## src/sv/md5_stream_hash_defines.svh

```systemverilog
// Assertion macros for the MD5 stream hash block.
`ifndef MD5_STREAM_HASH_DEFINES_SVH
`define MD5_STREAM_HASH_DEFINES_SVH
`ifndef SYNTHESIS
`define MD5_ASSERT_IMPL(label, clk, rst_n, ante, cons) \
    label: assert property (@(posedge clk) disable iff (!rst_n) (ante) |-> (cons)) \
    else $error("assertion failed");
`define MD5_ASSERT_NEXT(label, clk, rst_n, ante, cons) \
    label: assert property (@(posedge clk) disable iff (!rst_n) (ante) |=> (cons)) \
    else $error("assertion failed");
`else
`define MD5_ASSERT_IMPL(label, clk, rst_n, ante, cons)
`define MD5_ASSERT_NEXT(label, clk, rst_n, ante, cons)
`endif
`endif

```

## src/sv/md5_pkg.sv

```systemverilog
// Types, constants and round functions shared by the MD5 stream hash modules.
package md5_pkg;

    typedef enum logic [2:0] {
        ST_IDLE,
        ST_ROUND,
        ST_ADD,
        ST_PAD,
        ST_LEN,
        ST_EMIT
    } md5_state_t;

    // Datapath commands from the controller.
    typedef struct packed {
        logic       write_byte;   // write byte_sel at buffer offset
        logic [1:0] byte_src;     // see BSRC_*
        logic       count_inc;    // advance message byte count
        logic       pos_inc;      // advance block offset
        logic       round_start;  // copy chain into round words
        logic       round_step;   // one MD5 round
        logic       chain_add;    // add round words into chain
        logic       emit_load;    // latch chain into output register
        logic       emit_next;    // advance output word
        logic       msg_clear;    // back to initial chain, zero count
    } md5_cmd_t;

    typedef struct packed {
        logic       block_full;   // offset is 63
        logic       pad_done;     // offset is 55 (next is length field)
        logic       len_done;     // offset is 63 in length field
        logic       round_last;   // round index is 63
        logic       out_busy;     // output register holds an item
        logic       out_last;     // output holds D word
        logic       out_take;     // output item accepted this cycle
    } md5_status_t;

    localparam logic [1:0] BSRC_DATA = 2'd0;
    localparam logic [1:0] BSRC_PAD  = 2'd1;
    localparam logic [1:0] BSRC_ZERO = 2'd2;
    localparam logic [1:0] BSRC_LEN  = 2'd3;

    localparam logic [31:0] INIT_A = 32'h67452301;
    localparam logic [31:0] INIT_B = 32'hefcdab89;
    localparam logic [31:0] INIT_C = 32'h98badcfe;
    localparam logic [31:0] INIT_D = 32'h10325476;

    localparam logic [7:0] PAD_BYTE = 8'h80;

    function automatic logic [31:0] round_const(input logic [5:0] i);
        logic [31:0] k;
        case (i)
            6'd0: k = 32'hd76aa478;  6'd1: k = 32'he8c7b756;
            6'd2: k = 32'h242070db;  6'd3: k = 32'hc1bdceee;
            6'd4: k = 32'hf57c0faf;  6'd5: k = 32'h4787c62a;
            6'd6: k = 32'ha8304613;  6'd7: k = 32'hfd469501;
            6'd8: k = 32'h698098d8;  6'd9: k = 32'h8b44f7af;
            6'd10: k = 32'hffff5bb1; 6'd11: k = 32'h895cd7be;
            6'd12: k = 32'h6b901122; 6'd13: k = 32'hfd987193;
            6'd14: k = 32'ha679438e; 6'd15: k = 32'h49b40821;
            6'd16: k = 32'hf61e2562; 6'd17: k = 32'hc040b340;
            6'd18: k = 32'h265e5a51; 6'd19: k = 32'he9b6c7aa;
            6'd20: k = 32'hd62f105d; 6'd21: k = 32'h02441453;
            6'd22: k = 32'hd8a1e681; 6'd23: k = 32'he7d3fbc8;
            6'd24: k = 32'h21e1cde6; 6'd25: k = 32'hc33707d6;
            6'd26: k = 32'hf4d50d87; 6'd27: k = 32'h455a14ed;
            6'd28: k = 32'ha9e3e905; 6'd29: k = 32'hfcefa3f8;
            6'd30: k = 32'h676f02d9; 6'd31: k = 32'h8d2a4c8a;
            6'd32: k = 32'hfffa3942; 6'd33: k = 32'h8771f681;
            6'd34: k = 32'h6d9d6122; 6'd35: k = 32'hfde5380c;
            6'd36: k = 32'ha4beea44; 6'd37: k = 32'h4bdecfa9;
            6'd38: k = 32'hf6bb4b60; 6'd39: k = 32'hbebfbc70;
            6'd40: k = 32'h289b7ec6; 6'd41: k = 32'heaa127fa;
            6'd42: k = 32'hd4ef3085; 6'd43: k = 32'h04881d05;
            6'd44: k = 32'hd9d4d039; 6'd45: k = 32'he6db99e5;
            6'd46: k = 32'h1fa27cf8; 6'd47: k = 32'hc4ac5665;
            6'd48: k = 32'hf4292244; 6'd49: k = 32'h432aff97;
            6'd50: k = 32'hab9423a7; 6'd51: k = 32'hfc93a039;
            6'd52: k = 32'h655b59c3; 6'd53: k = 32'h8f0ccc92;
            6'd54: k = 32'hffeff47d; 6'd55: k = 32'h85845dd1;
            6'd56: k = 32'h6fa87e4f; 6'd57: k = 32'hfe2ce6e0;
            6'd58: k = 32'ha3014314; 6'd59: k = 32'h4e0811a1;
            6'd60: k = 32'hf7537e82; 6'd61: k = 32'hbd3af235;
            6'd62: k = 32'h2ad7d2bb; default: k = 32'heb86d391;
        endcase
        return k;
    endfunction

    function automatic logic [4:0] shift_amount(input logic [5:0] i);
        logic [4:0] s;
        case ({i[5:4], i[1:0]})
            4'd0: s = 5'd7;   4'd1: s = 5'd12;  4'd2: s = 5'd17;  4'd3: s = 5'd22;
            4'd4: s = 5'd5;   4'd5: s = 5'd9;   4'd6: s = 5'd14;  4'd7: s = 5'd20;
            4'd8: s = 5'd4;   4'd9: s = 5'd11;  4'd10: s = 5'd16; 4'd11: s = 5'd23;
            4'd12: s = 5'd6;  4'd13: s = 5'd10; 4'd14: s = 5'd15; default: s = 5'd21;
        endcase
        return s;
    endfunction

endpackage

```

## src/sv/md5_datapath.sv

```systemverilog
// MD5 datapath: block buffer, byte count, round unit, chaining words, output register.
module md5_datapath (
    input  logic                 clk,
    input  logic                 rst_n,
    input  md5_pkg::md5_cmd_t    cmd,
    output md5_pkg::md5_status_t status,
    input  logic [7:0]           data_byte,
    input  logic                 out_ready,
    output logic [31:0]          digest_word,
    output logic [1:0]           word_index,
    output logic                 last_word
);
    import md5_pkg::*;

    logic [31:0] buf_mem [16];
    logic [5:0]  pos_reg, pos_next;
    logic [60:0] count_reg, count_next;
    logic [5:0]  rnd_reg, rnd_next;
    logic [31:0] a_reg, b_reg, c_reg, d_reg;
    logic [31:0] a_next, b_next, c_next, d_next;
    logic [31:0] ca_reg, cb_reg, cc_reg, cd_reg;
    logic [31:0] ca_next, cb_next, cc_next, cd_next;
    logic [1:0]  oidx_reg, oidx_next;
    logic        ovalid_reg, ovalid_next;
    logic [31:0] oword_reg, oword_next;
    logic [7:0]  byte_sel;
    logic [63:0] bit_len;
    logic [3:0]  sel;
    logic [31:0] mix, sum, rot, mword;

    assign bit_len = {count_reg, 3'b000};

    always_comb
    begin
        case (cmd.byte_src)
            BSRC_DATA: byte_sel = data_byte;
            BSRC_PAD:  byte_sel = PAD_BYTE;
            BSRC_ZERO: byte_sel = 8'h00;
            default:   byte_sel = bit_len[{pos_reg[2:0], 3'b000} +: 8];
        endcase
    end

    // Byte lanes of a word; the first byte of a word clears the rest.
    always_ff @(posedge clk)
    begin
        if (cmd.write_byte)
        begin
            case (pos_reg[1:0])
                2'd0:    buf_mem[pos_reg[5:2]] <= {24'h0, byte_sel};
                2'd1:    buf_mem[pos_reg[5:2]][15:8] <= byte_sel;
                2'd2:    buf_mem[pos_reg[5:2]][23:16] <= byte_sel;
                default: buf_mem[pos_reg[5:2]][31:24] <= byte_sel;
            endcase
        end
    end

    always_comb
    begin
        case (rnd_reg[5:4])
            2'd0:
            begin
                mix = (b_reg & c_reg) | (~b_reg & d_reg);
                sel = rnd_reg[3:0];
            end
            2'd1:
            begin
                mix = (b_reg & d_reg) | (c_reg & ~d_reg);
                sel = 4'((rnd_reg[3:0] << 2) + rnd_reg[3:0] + 4'd1);
            end
            2'd2:
            begin
                mix = b_reg ^ c_reg ^ d_reg;
                sel = 4'((rnd_reg[3:0] << 1) + rnd_reg[3:0] + 4'd5);
            end
            default:
            begin
                mix = c_reg ^ (b_reg | ~d_reg);
                sel = 4'((rnd_reg[3:0] << 3) - rnd_reg[3:0]);
            end
        endcase
        mword = buf_mem[sel];
        sum = a_reg + mix + round_const(rnd_reg) + mword;
        rot = (sum << shift_amount(rnd_reg)) | (sum >> (6'd32 - {1'b0, shift_amount(rnd_reg)}));
    end

    always_comb
    begin
        pos_next = pos_reg;
        count_next = count_reg;
        rnd_next = rnd_reg;
        {a_next, b_next, c_next, d_next} = {a_reg, b_reg, c_reg, d_reg};
        {ca_next, cb_next, cc_next, cd_next} = {ca_reg, cb_reg, cc_reg, cd_reg};
        oidx_next = oidx_reg;
        ovalid_next = ovalid_reg;
        oword_next = oword_reg;
        if (cmd.pos_inc)
            pos_next = pos_reg + 6'd1;
        if (cmd.count_inc)
            count_next = count_reg + 61'd1;
        if (cmd.round_start)
        begin
            {a_next, b_next, c_next, d_next} = {ca_reg, cb_reg, cc_reg, cd_reg};
            rnd_next = 6'd0;
        end
        if (cmd.round_step)
        begin
            a_next = d_reg;
            d_next = c_reg;
            c_next = b_reg;
            b_next = b_reg + rot;
            rnd_next = rnd_reg + 6'd1;
        end
        if (cmd.chain_add)
        begin
            ca_next = ca_reg + a_reg;
            cb_next = cb_reg + b_reg;
            cc_next = cc_reg + c_reg;
            cd_next = cd_reg + d_reg;
        end
        if (ovalid_reg && out_ready)
            ovalid_next = 1'b0;
        if (cmd.emit_load)
        begin
            ovalid_next = 1'b1;
            oidx_next = 2'd0;
            oword_next = ca_reg;
        end
        else if (cmd.emit_next)
        begin
            ovalid_next = 1'b1;
            oidx_next = oidx_reg + 2'd1;
            case (oidx_reg)
                2'd0:    oword_next = cb_reg;
                2'd1:    oword_next = cc_reg;
                default: oword_next = cd_reg;
            endcase
        end
        if (cmd.msg_clear)
        begin
            {ca_next, cb_next, cc_next, cd_next} = {INIT_A, INIT_B, INIT_C, INIT_D};
            count_next = '0;
            pos_next = '0;
        end
    end

    always_ff @(posedge clk or negedge rst_n)
    begin
        if (!rst_n)
        begin
            pos_reg <= '0;
            count_reg <= '0;
            rnd_reg <= '0;
            {a_reg, b_reg, c_reg, d_reg} <= '0;
            {ca_reg, cb_reg, cc_reg, cd_reg} <= {INIT_A, INIT_B, INIT_C, INIT_D};
            oidx_reg <= '0;
            ovalid_reg <= 1'b0;
        end
        else
        begin
            pos_reg <= pos_next;
            count_reg <= count_next;
            rnd_reg <= rnd_next;
            {a_reg, b_reg, c_reg, d_reg} <= {a_next, b_next, c_next, d_next};
            {ca_reg, cb_reg, cc_reg, cd_reg} <= {ca_next, cb_next, cc_next, cd_next};
            oidx_reg <= oidx_next;
            ovalid_reg <= ovalid_next;
        end
    end

    always_ff @(posedge clk)
    begin
        oword_reg <= oword_next;
    end

    assign status.block_full = (pos_reg == 6'd63);
    assign status.pad_done   = (pos_reg == 6'd55);
    assign status.len_done   = (pos_reg == 6'd63);
    assign status.round_last = (rnd_reg == 6'd63);
    assign status.out_busy   = ovalid_reg;
    assign status.out_last   = (oidx_reg == 2'd3);
    assign status.out_take   = ovalid_reg && out_ready;

    assign digest_word = oword_reg;
    assign word_index  = oidx_reg;
    assign last_word   = (oidx_reg == 2'd3);

endmodule

```

## src/sv/md5_ctrl.sv

```systemverilog
// MD5 controller: sequences byte intake, rounds, padding, length and digest output.
module md5_ctrl (
    input  logic                 clk,
    input  logic                 rst_n,
    input  logic                 in_valid,
    output logic                 in_ready,
    input  logic                 byte_valid,
    input  logic                 end_of_message,
    input  md5_pkg::md5_status_t status,
    output md5_pkg::md5_cmd_t    cmd,
    output logic                 out_valid
);
    import md5_pkg::*;

    md5_state_t state_reg, state_next;
    // Where to go after the rounds: back to intake, on with padding, or to digest output.
    md5_state_t ret_reg, ret_next;
    logic       take;
    logic       pad_first_reg, pad_first_next;
    logic       emit_started_reg, emit_started_next;

    assign take = in_valid && in_ready;
    assign in_ready = (state_reg == ST_IDLE);

    always_comb
    begin
        state_next = state_reg;
        ret_next = ret_reg;
        case (state_reg)
            ST_IDLE:
            begin
                if (take)
                begin
                    if (byte_valid && status.block_full)
                    begin
                        state_next = ST_ROUND;
                        ret_next = end_of_message ? ST_PAD : ST_IDLE;
                    end
                    else if (end_of_message)
                        state_next = ST_PAD;
                end
            end
            ST_ROUND:
            begin
                if (status.round_last)
                    state_next = ST_ADD;
            end
            ST_ADD:
            begin
                state_next = ret_reg;
            end
            ST_PAD:
            begin
                // Write 0x80 first, then zeros up to offset 56.
                if (status.block_full)
                begin
                    state_next = ST_ROUND;
                    ret_next = ST_PAD;
                end
                else if (status.pad_done)
                    state_next = ST_LEN;
            end
            ST_LEN:
            begin
                if (status.len_done)
                begin
                    state_next = ST_ROUND;
                    ret_next = ST_EMIT;
                end
            end
            ST_EMIT:
            begin
                if (status.out_take && status.out_last)
                    state_next = ST_IDLE;
            end
            default: state_next = ST_IDLE;
        endcase
    end

    always_comb
    begin
        cmd = '0;
        pad_first_next = pad_first_reg;
        emit_started_next = emit_started_reg;
        case (state_reg)
            ST_IDLE:
            begin
                emit_started_next = 1'b0;
                pad_first_next = 1'b1;
                if (take && byte_valid)
                begin
                    cmd.write_byte = 1'b1;
                    cmd.byte_src = BSRC_DATA;
                    cmd.count_inc = 1'b1;
                    cmd.pos_inc = 1'b1;
                    cmd.round_start = status.block_full;
                end
            end
            ST_ROUND:
            begin
                cmd.round_step = 1'b1;
            end
            ST_ADD:
            begin
                cmd.chain_add = 1'b1;
            end
            ST_PAD:
            begin
                cmd.write_byte = 1'b1;
                cmd.byte_src = pad_first_reg ? BSRC_PAD : BSRC_ZERO;
                cmd.pos_inc = 1'b1;
                cmd.round_start = status.block_full;
                pad_first_next = 1'b0;
            end
            ST_LEN:
            begin
                cmd.write_byte = 1'b1;
                cmd.byte_src = BSRC_LEN;
                cmd.pos_inc = 1'b1;
                cmd.round_start = status.len_done;
            end
            ST_EMIT:
            begin
                if (!emit_started_reg)
                begin
                    cmd.emit_load = 1'b1;
                    emit_started_next = 1'b1;
                end
                else if (status.out_take && !status.out_last)
                    cmd.emit_next = 1'b1;
                else if (status.out_take && status.out_last)
                    cmd.msg_clear = 1'b1;
            end
            default: cmd = '0;
        endcase
    end

    always_ff @(posedge clk or negedge rst_n)
    begin
        if (!rst_n)
        begin
            state_reg <= ST_IDLE;
            ret_reg <= ST_IDLE;
            pad_first_reg <= 1'b1;
            emit_started_reg <= 1'b0;
        end
        else
        begin
            state_reg <= state_next;
            ret_reg <= ret_next;
            pad_first_reg <= pad_first_next;
            emit_started_reg <= emit_started_next;
        end
    end

    assign out_valid = status.out_busy;

endmodule

```

## src/sv/md5_stream_hash.sv

```systemverilog
// Top level of the MD5 stream hash: byte stream in, four digest words out.
//
//  channel | group | tdata (low bit first) | tuser (low bit first) | tlast
//  input   | s_*   | data_byte[7:0]        | byte_valid            | end_of_message
//  output  | m_*   | digest_word[31:0]     | word_index[1:0]       | last_word
//
// The 64th byte of a block starts the round steps and then a chain-add step,
// during which no item is accepted. End of message writes pad and length
// bytes one per cycle (up to 72 more, plus one extra block of rounds), then
// a load of the output register and four output words.
// Reset is asynchronous; it restores the initial chaining words.
// A stalled output register holds its word; input waits until the digest is out.
module md5_stream_hash (
    input  logic        clk,
    input  logic        rst_n,
    input  logic        s_tvalid,
    output logic        s_tready,
    input  logic [7:0]  s_tdata,   // data_byte[7:0]
    input  logic        s_tuser,   // byte_valid
    input  logic        s_tlast,   // end_of_message
    output logic        m_tvalid,
    input  logic        m_tready,
    output logic [31:0] m_tdata,   // digest_word[31:0]
    output logic [1:0]  m_tuser,   // word_index[1:0]
    output logic        m_tlast    // last_word
);
    import md5_pkg::*;

    md5_cmd_t    cmd;
    md5_status_t status;
    logic [31:0] digest_word;
    logic [1:0]  word_index;
    logic        last_word;

    md5_ctrl u_ctrl (
        .clk            (clk),
        .rst_n          (rst_n),
        .in_valid       (s_tvalid),
        .in_ready       (s_tready),
        .byte_valid     (s_tuser),
        .end_of_message (s_tlast),
        .status         (status),
        .cmd            (cmd),
        .out_valid      (m_tvalid)
    );

    md5_datapath u_dp (
        .clk         (clk),
        .rst_n       (rst_n),
        .cmd         (cmd),
        .status      (status),
        .data_byte   (s_tdata),
        .out_ready   (m_tready),
        .digest_word (digest_word),
        .word_index  (word_index),
        .last_word   (last_word)
    );

    assign m_tdata = digest_word;
    assign m_tuser = word_index;
    assign m_tlast = last_word;

`include "md5_stream_hash_defines.svh"

    `MD5_ASSERT_IMPL(a_no_in_out_busy, clk, rst_n, m_tvalid, !s_tready)
    `MD5_ASSERT_NEXT(a_last_clears, clk, rst_n, m_tvalid && m_tready && m_tlast, !m_tvalid)
    `MD5_ASSERT_IMPL(a_last_idx, clk, rst_n, m_tvalid && m_tlast, word_index == 2'd3)

endmodule
```

## config.mk

```make
export PLATFORM = sky130hd
export DESIGN_NAME = md5_stream_hash
export DESIGN_NICKNAME = d
export VERILOG_FILES = /design/src/sv/md5_pkg.sv /design/src/sv/md5_datapath.sv /design/src/sv/md5_ctrl.sv /design/src/sv/md5_stream_hash.sv
export VERILOG_INCLUDE_DIRS = /design/src /design/src/sv
export SDC_FILE = /design/constraint.sdc
export NUM_CORES = 2
export LEC_CHECK = 0
export BUFFER_PORTS_ARGS = -buffer_cell sky130_fd_sc_hd__buf_2
export CORE_MARGIN = 2
export CORE_UTILIZATION = 30
export CTS_BUF_LIST = sky130_fd_sc_hd__clkbuf_16
export DETAILED_ROUTE_END_ITERATION = 6
export PLACE_DENSITY = 0.52
export RECOVER_POWER = 50
export SLEW_MARGIN = 20
export SYNTH_ARGS = -nofsm -noshare
export SYNTH_HDL_FRONTEND = slang
export SYNTH_SLANG_ARGS = --single-unit
```

## constraint.sdc

```tcl
create_clock -name clk -period 14.52 [get_ports clk]
set_input_delay 1.452 -clock clk [delete_from_list [all_inputs] [get_ports clk]]
set_output_delay 1.452 -clock clk [all_outputs]
set_load 0.01 [all_outputs]
```

Word-level counts from Yosys, hierarchy flattened
Memories as Yosys holds them, arrays and structs flattened.
Cells that the tools add are included.
{"block": "op_classes", "n_eq_ne": 24, "bitwise": 16, "shifts": 3, "mux": 78, "reduce_logical": 25, "addsub": 18}
{"cell": "two-way mux 32 bit", "count": 18}
{"cell": "adder 32 bit", "count": 8}
{"cell": "bitwise AND 32 bit", "count": 4}
{"cell": "OR 32 bit", "count": 4}
{"cell": "two-way mux 61 bit", "count": 2}
{"cell": "case mux 32 bit (3 select lines)", "count": 1}
{"cell": "bitwise XOR 32 bit", "count": 3}
{"cell": "inverter 32 bit", "count": 2}
{"cell": "case mux 32 bit (2 select lines)", "count": 1}
{"cell": "variable part select 64 x 7 -> 8 bit", "count": 1}
{"cell": "adder 61 x 1 -> 61 bit (second input constant)", "count": 1}
{"cell": "two-way mux 3 bit", "count": 13}
{"cell": "left shift 32 x 5 -> 32 bit", "count": 1}
{"cell": ">> shifter 32 x 6 -> 32 bit", "count": 1}
{"cell": "two-way mux 6 bit", "count": 5}
{"cell": "two-way mux 8 bit", "count": 3}
{"cell": "case mux 8 bit (3 select lines)", "count": 1}
{"cell": "two-way mux 1 bit", "count": 22}
{"cell": "== test 6 bit (second input constant)", "count": 3}
{"cell": "case mux 3 bit (3 select lines)", "count": 2}
{"cell": "case mux 3 bit (6 select lines)", "count": 1}
{"cell": "nonzero test 2 bit", "count": 7}
{"cell": "adder 6 x 1 -> 6 bit (second input constant)", "count": 2}
{"cell": "case mux 4 bit (3 select lines)", "count": 1}
{"cell": "28 further kinds", "count": 57}
{"block": "totals", "regBits": 372, "mem_bits_rw": 512, "mem_count": 4, "input_bits": 14, "rom_bits": 2208}
{"name": "(no name shown)", "words": 64, "word_bits": 32, "rd": 1, "rd_ports_with_merged_regs": 0, "write_ports": 0, "line": "md5_pkg.sv:51", "text": "case (i)"}
{"name": "u_dp.buf_mem", "words": 16, "word_bits": 32, "rd": 1, "rd_ports_with_merged_regs": 0, "write_ports": 1, "line": "md5_datapath.sv:15", "text": "logic [31:0] buf_mem [16];"}
{"name": "(no name shown)", "words": 16, "word_bits": 5, "rd": 1, "rd_ports_with_merged_regs": 0, "write_ports": 0, "line": "md5_pkg.sv:90", "text": "case ({i[5:4], i[1:0]})"}
{"name": "(no name shown)", "words": 16, "word_bits": 5, "rd": 1, "rd_ports_with_merged_regs": 0, "write_ports": 0, "line": "md5_pkg.sv:90"}

Logic depth before layout (Yosys ltp)
{"block": "depth", "depth_word": 11, "mapped_depth": 48, "mapped_depth_nobuf": 44}

By module
A second synthesis with hierarchy kept.
{"block": "hier_totals", "cells_unflattened": 5674, "hier_area_um2": 57338.7}
{"module": "md5_datapath", "area_each_um2": 56731.9, "seq_area_each_um2": 24723.7, "n_inst": 1, "cells_each": 5600}
{"module": "md5_ctrl", "area_each_um2": 606.8, "seq_area_each_um2": 201.4, "n_inst": 1, "cells_each": 74}

Worst setup path before layout
No wires, ideal clock.
{"block": "synth_path", "kind": "register -> register", "startpoint": "register u_dp.rnd_reg[2]", "endpoint": "register u_dp.b_reg[31]", "t_arrival_ns": 11.664, "path_slack_ns": 2.733, "synth_period_minus_slack_ns": 11.787, "stages_incl_launch_ff": 47, "t_required_ns": 14.397, "cell_sequence": "dfrtp_1 buf_2 clkinv_1 clkbuf_1 ha_1 fa_1 nor2_1 a21oi_1 o21ai_1 clkbuf_1 clkbuf_1 buf_1 mux2i_1 a21oi_1 fa_1 inv_1 fa_1 inv_1 [11 not listed] nor2_1 a21oi_1 mux2_2 o21ai_0 ha_1 a21o_1 a21o_1 a2111oi_2 o31ai_1 o41a_1 nand4_1 a21oi_1 a31o_1 o41ai_1 o21ai_0 xnor2_1 a21oi_1 o221a_1"}
{"block": "synth_between", "elab_chain_len": 9}
{"item": "from (decl)", "line": "md5_datapath.sv:18", "text": "logic [5:0] rnd_reg, rnd_next;"}
{"item": "from (signal assigned)", "line": "md5_datapath.sv:162", "text": "rnd_reg <= rnd_next;"}
{"item": "adder 4 bit, on equally long branches", "line": "md5_datapath.sv:73, md5_datapath.sv:68"}
{"item": "adder 4 x 3 -> 4 bit / adder 4 x 1 -> 4 bit (equally long branches)", "line": "md5_datapath.sv:73, md5_datapath.sv:68"}
{"item": "case mux 4 bit (3 select lines)", "line": "md5_datapath.sv:59", "text": "case (rnd_reg[5:4])"}
{"item": "memory read (16 x 32 bit)"}
{"item": "adder 32 bit (*)", "line": "md5_datapath.sv:82", "text": "sum = a_reg + mix + round_const(rnd_reg) + mword;"}
{"item": ">> shifter 32 x 6 -> 32 bit / left shift 32 x 5 -> 32 bit (equally long branches)", "line": "md5_datapath.sv:83", "text": "rot = (sum << shift_amount(rnd_reg)) | (sum >> (6'd32 - {1'b0, shift_amount(rnd_reg)}));"}
{"item": "OR 32 bit (*)", "line": "md5_datapath.sv:83"}
{"item": "adder 32 bit (*)", "line": "md5_datapath.sv:110", "text": "b_next = b_reg + rot;"}
{"item": "two-way mux 32 bit (*)", "line": "md5_datapath.sv:105", "text": "if (cmd.round_step)"}
{"item": "to (signal assigned)", "line": "md5_datapath.sv:163", "text": "{a_reg, b_reg, c_reg, d_reg} <= {a_next, b_next, c_next, d_next};"}
{"item": "to (decl)", "line": "md5_datapath.sv:19", "text": "logic [31:0] a_reg, b_reg, c_reg, d_reg;"}
Mark *: on every way between the ends. The rest lies on a longest branch, timed or not.
A chain may end at the register's enable or synchronous reset.

Worst setup path after layout
{"block": "layout_path", "startpoint": "register u_dp.rnd_reg[1]", "endpoint": "register u_dp.b_reg[31]"}
{"block": "layout_between", "elab_chain_len": 9}
{"item": "adder 4 bit, on equally long branches", "line": "md5_datapath.sv:73, md5_datapath.sv:68"}
{"item": "adder 4 x 3 -> 4 bit / adder 4 x 1 -> 4 bit (equally long branches)", "line": "md5_datapath.sv:73, md5_datapath.sv:68"}
{"item": "case mux 4 bit (3 select lines)", "line": "md5_datapath.sv:59"}
{"item": "memory read (16 x 32 bit)"}
{"item": "adder 32 bit", "line": "md5_datapath.sv:82"}
{"item": ">> shifter 32 x 6 -> 32 bit / left shift 32 x 5 -> 32 bit (equally long branches)", "line": "md5_datapath.sv:83"}
{"item": "OR 32 bit (*)", "line": "md5_datapath.sv:83"}
{"item": "adder 32 bit (*)", "line": "md5_datapath.sv:110"}
{"item": "two-way mux 32 bit (*)", "line": "md5_datapath.sv:105"}
Marks and branches as above.

==> metrics <==
worst path buffer plus inverter count=6; Slew @ Worst Pin=4.97 ns; clk sinks=884; most frequent cells in the layout=nand2_1 (670), nor2_1 (576), edfxtp_1 (544); clock root cell=clkbuf_16; drt pass-1 iters=7; Worst Setup SP=u_dp.rnd_reg[1]$_DFFE_PN0P_; leading post-synthesis cells by cell area=edfxtp_1 (29%), dfrtp_1 (12%), mux4_2 (6.5%), ha_1 (5.1%), nand2_1 (4.5%); via density per instance=5.49; largest net degree at the start of global routing=154; Crit Path Class=flop to flop; reg2reg end=u_dp.b_reg[31]$_DFFE_PN0P_; Worst Path Max Fanout=44; CP max stage cell=ha_1; crit-path leading delay family=compound AO/OA/AOI/OAI gates; Req. time, crit path=15.12 ns; core footprint=183000 µm²; Area growth syn-to-layout=11.0%; RSZ-0062 raised after global routing=no; post-synthesis average cell area=10.0 µm²; H-tree levels=3; unique cell type count in the Yosys netlist=98; number of placement rows=157; fin area=61500 µm²; predominant post-synthesis flop cell=edfxtp_1; YS warnings=0; worst hold path class=flop to flop; EDFF count, synth=544; number of synthesized register bits=884; Slew headroom=-231%; critical path capture point=u_dp.b_reg[31]$_DFFE_PN0P_; final setup TNS=0 ns; Fmax=0.0769 GHz; CTS tree=done; Slew Limit Fails=570; Crit path largest cell delay=0.62 ns; status=finished with violations; post-CTS sizing=0; Worst setup EP type=flop; syn nets=5844; r2r worst-path depth=42; Worst Setup Start Kind=flop; Placement Setup Slack=1.65 ns; mapped cell area=55500 µm²; Clock Path Buffers=3; diode count=0; Die W=434 µm; top-area cell type share of the netlist area=29.5%; DR iter-0 viols=4324; vias in the first global route=42700; reg2reg start=u_dp.rnd_reg[1]$_DFFE_PN0P_; final WL=190000 µm; Core Util, Final=33.5%; post-placement cell area=58500 µm²; crit path time final=13.01 ns; I/O Buffers=50; max reg flops=512; Synth Instances=5535; critical path depth=42; Hold Fails Final Rpt=0; clock latency at the later pin of the worst-skew pair=0.76 ns; layout cells sized above 1=9.71%; failing checks=DRC, capacitance limit, slew limit; hold buffer count at cts=0; Worst Slack Setup Final=1.51 ns; Starting Density=30.2%; most common cell after layout, fill and taps aside=nand2_1; total number of vias=43900; CP most frequent cell=a21oi_1; final cycle utilization of the critical path=89.6%; top cell type by total area after synthesis=edfxtp_1; GRT Total Usage=19.9%; max cap viols=14; Die Height=434 µm; clk_skew=0.0514 ns; Worst EP arrival=13.61 ns; detailed-route DRC error count=5; final setup fails=0; Layout Nets=5762; Synth async-reset ratio=38.5%; IO Pins=51; post-route ant nets=0; post-synthesis sequential area ratio=44.9%; routability cong.=0.971; global route overflow=0; Die ar.=188000 µm²; first-pass GRT wire length=284000 µm; Num CTS Buffers=98; postcts setup bufs=0; initial antenna violation count=3; R2R setup slack=1.51 ns; dpl hpwl=137000 µm; drt wl/cell=23.8 µm; clk slew on worst S/H paths=0.06 ns
[through the flow]
step | hold WS (ns) | std cells
2_1_floorplan | 0.445 | 5535
3_3_place_gp | 0.468 | 7817
3_5_place_dp | 0.471 | 7817
4_1_cts | 0.481 | 8002
5_1_grt | 0.521 | 8002
6_report | 0.477 | 8002
[routing by layer]
metal / vias to the layer above / global-route usage (%) / part of all wire [%]
met4: 0 / 7.08 / 3.7
met2: 1425 / 31.7 / 46
met1: 22100 / 27.5 / 45
met5: - / 0 / 0
met3: 315 / 3.06 / 5.8
li1: 20100 / - / -
[synth_stat cells, types with 13 or more instances]
cell      count
nand2_1     671
nor2_1      582
edfxtp_1    544
a21oi_1     410
o21ai_0     402
dfrtp_1     275
clkbuf_1    256
ha_1        226
inv_1       222
a31oi_1     171
mux4_2      160
xnor2_1     154
nand3_1     115
xor2_1      115
mux2i_1      95
nor2b_1      92
nor3_1       73
a211oi_1     71
a21o_1       71
fa_1         69
o211ai_1     66
dfstp_2      65
a22oi_1      44
o21a_1       44
or3_1        44
buf_1        42
o22ai_1      36
and3_1       34
nand2b_1     30
mux2_2       23
nand4_1      23
o21bai_1     21
o31ai_1      21
and2_1       20
o31a_1       16
buf_2        13
or2_2        13
[cell families after synthesis]
kind of cell	Yosys count	synth area share, %
and+or+nand+nor	1734	13.6
AOI/OAI and AO/OA	1531	17.1
DFF	884	44.9
buffers and inverters	540	3.69
adders and majority gates	295	7.59
muxes	278	8.68
xor gates and xnor gates	273	4.39
[worst min path at each step]
stage / start / endpoint / cells past startpoint
after floorplan: u_ctrl.ret_reg[2]$_DFFE_PN0P_ / u_ctrl.ret_reg[2]$_DFFE_PN0P_ / 2
after global routing: u_ctrl.pad_first_reg$_DFFE_PN1P_ / u_ctrl.pad_first_reg$_DFFE_PN1P_ / 2
final: u_ctrl.pad_first_reg$_DFFE_PN1P_ / u_ctrl.pad_first_reg$_DFFE_PN1P_ / 2
after detailed placement: u_ctrl.pad_first_reg$_DFFE_PN1P_ / u_ctrl.pad_first_reg$_DFFE_PN1P_ / 2
after global placement: u_ctrl.pad_first_reg$_DFFE_PN1P_ / u_ctrl.pad_first_reg$_DFFE_PN1P_ / 2
after CTS: u_ctrl.pad_first_reg$_DFFE_PN1P_ / u_ctrl.pad_first_reg$_DFFE_PN1P_ / 2
[worst min-delay path, delay by kind of cell (launching register included)]
kind | cells | cell delay, ns
DFF | 1 | 0.37
AOI/OAI and AO/OA | 1 | 0.06
and+or+nand+nor | 1 | 0.05
[area by class of cell]
class	instances	area, µm²
flip-flops and latches	884	24900
inverters	228	856
well taps	2464	3080
fillers	18700	122000
repair buffers	130	848
clock inverters	87	737
multi-input cells	4111	28600
clock buffers	98	2450
Power is left out: the tool's default activity adds up to more than one toggle a clock period on the data nets, which glitch-free logic cannot reach.
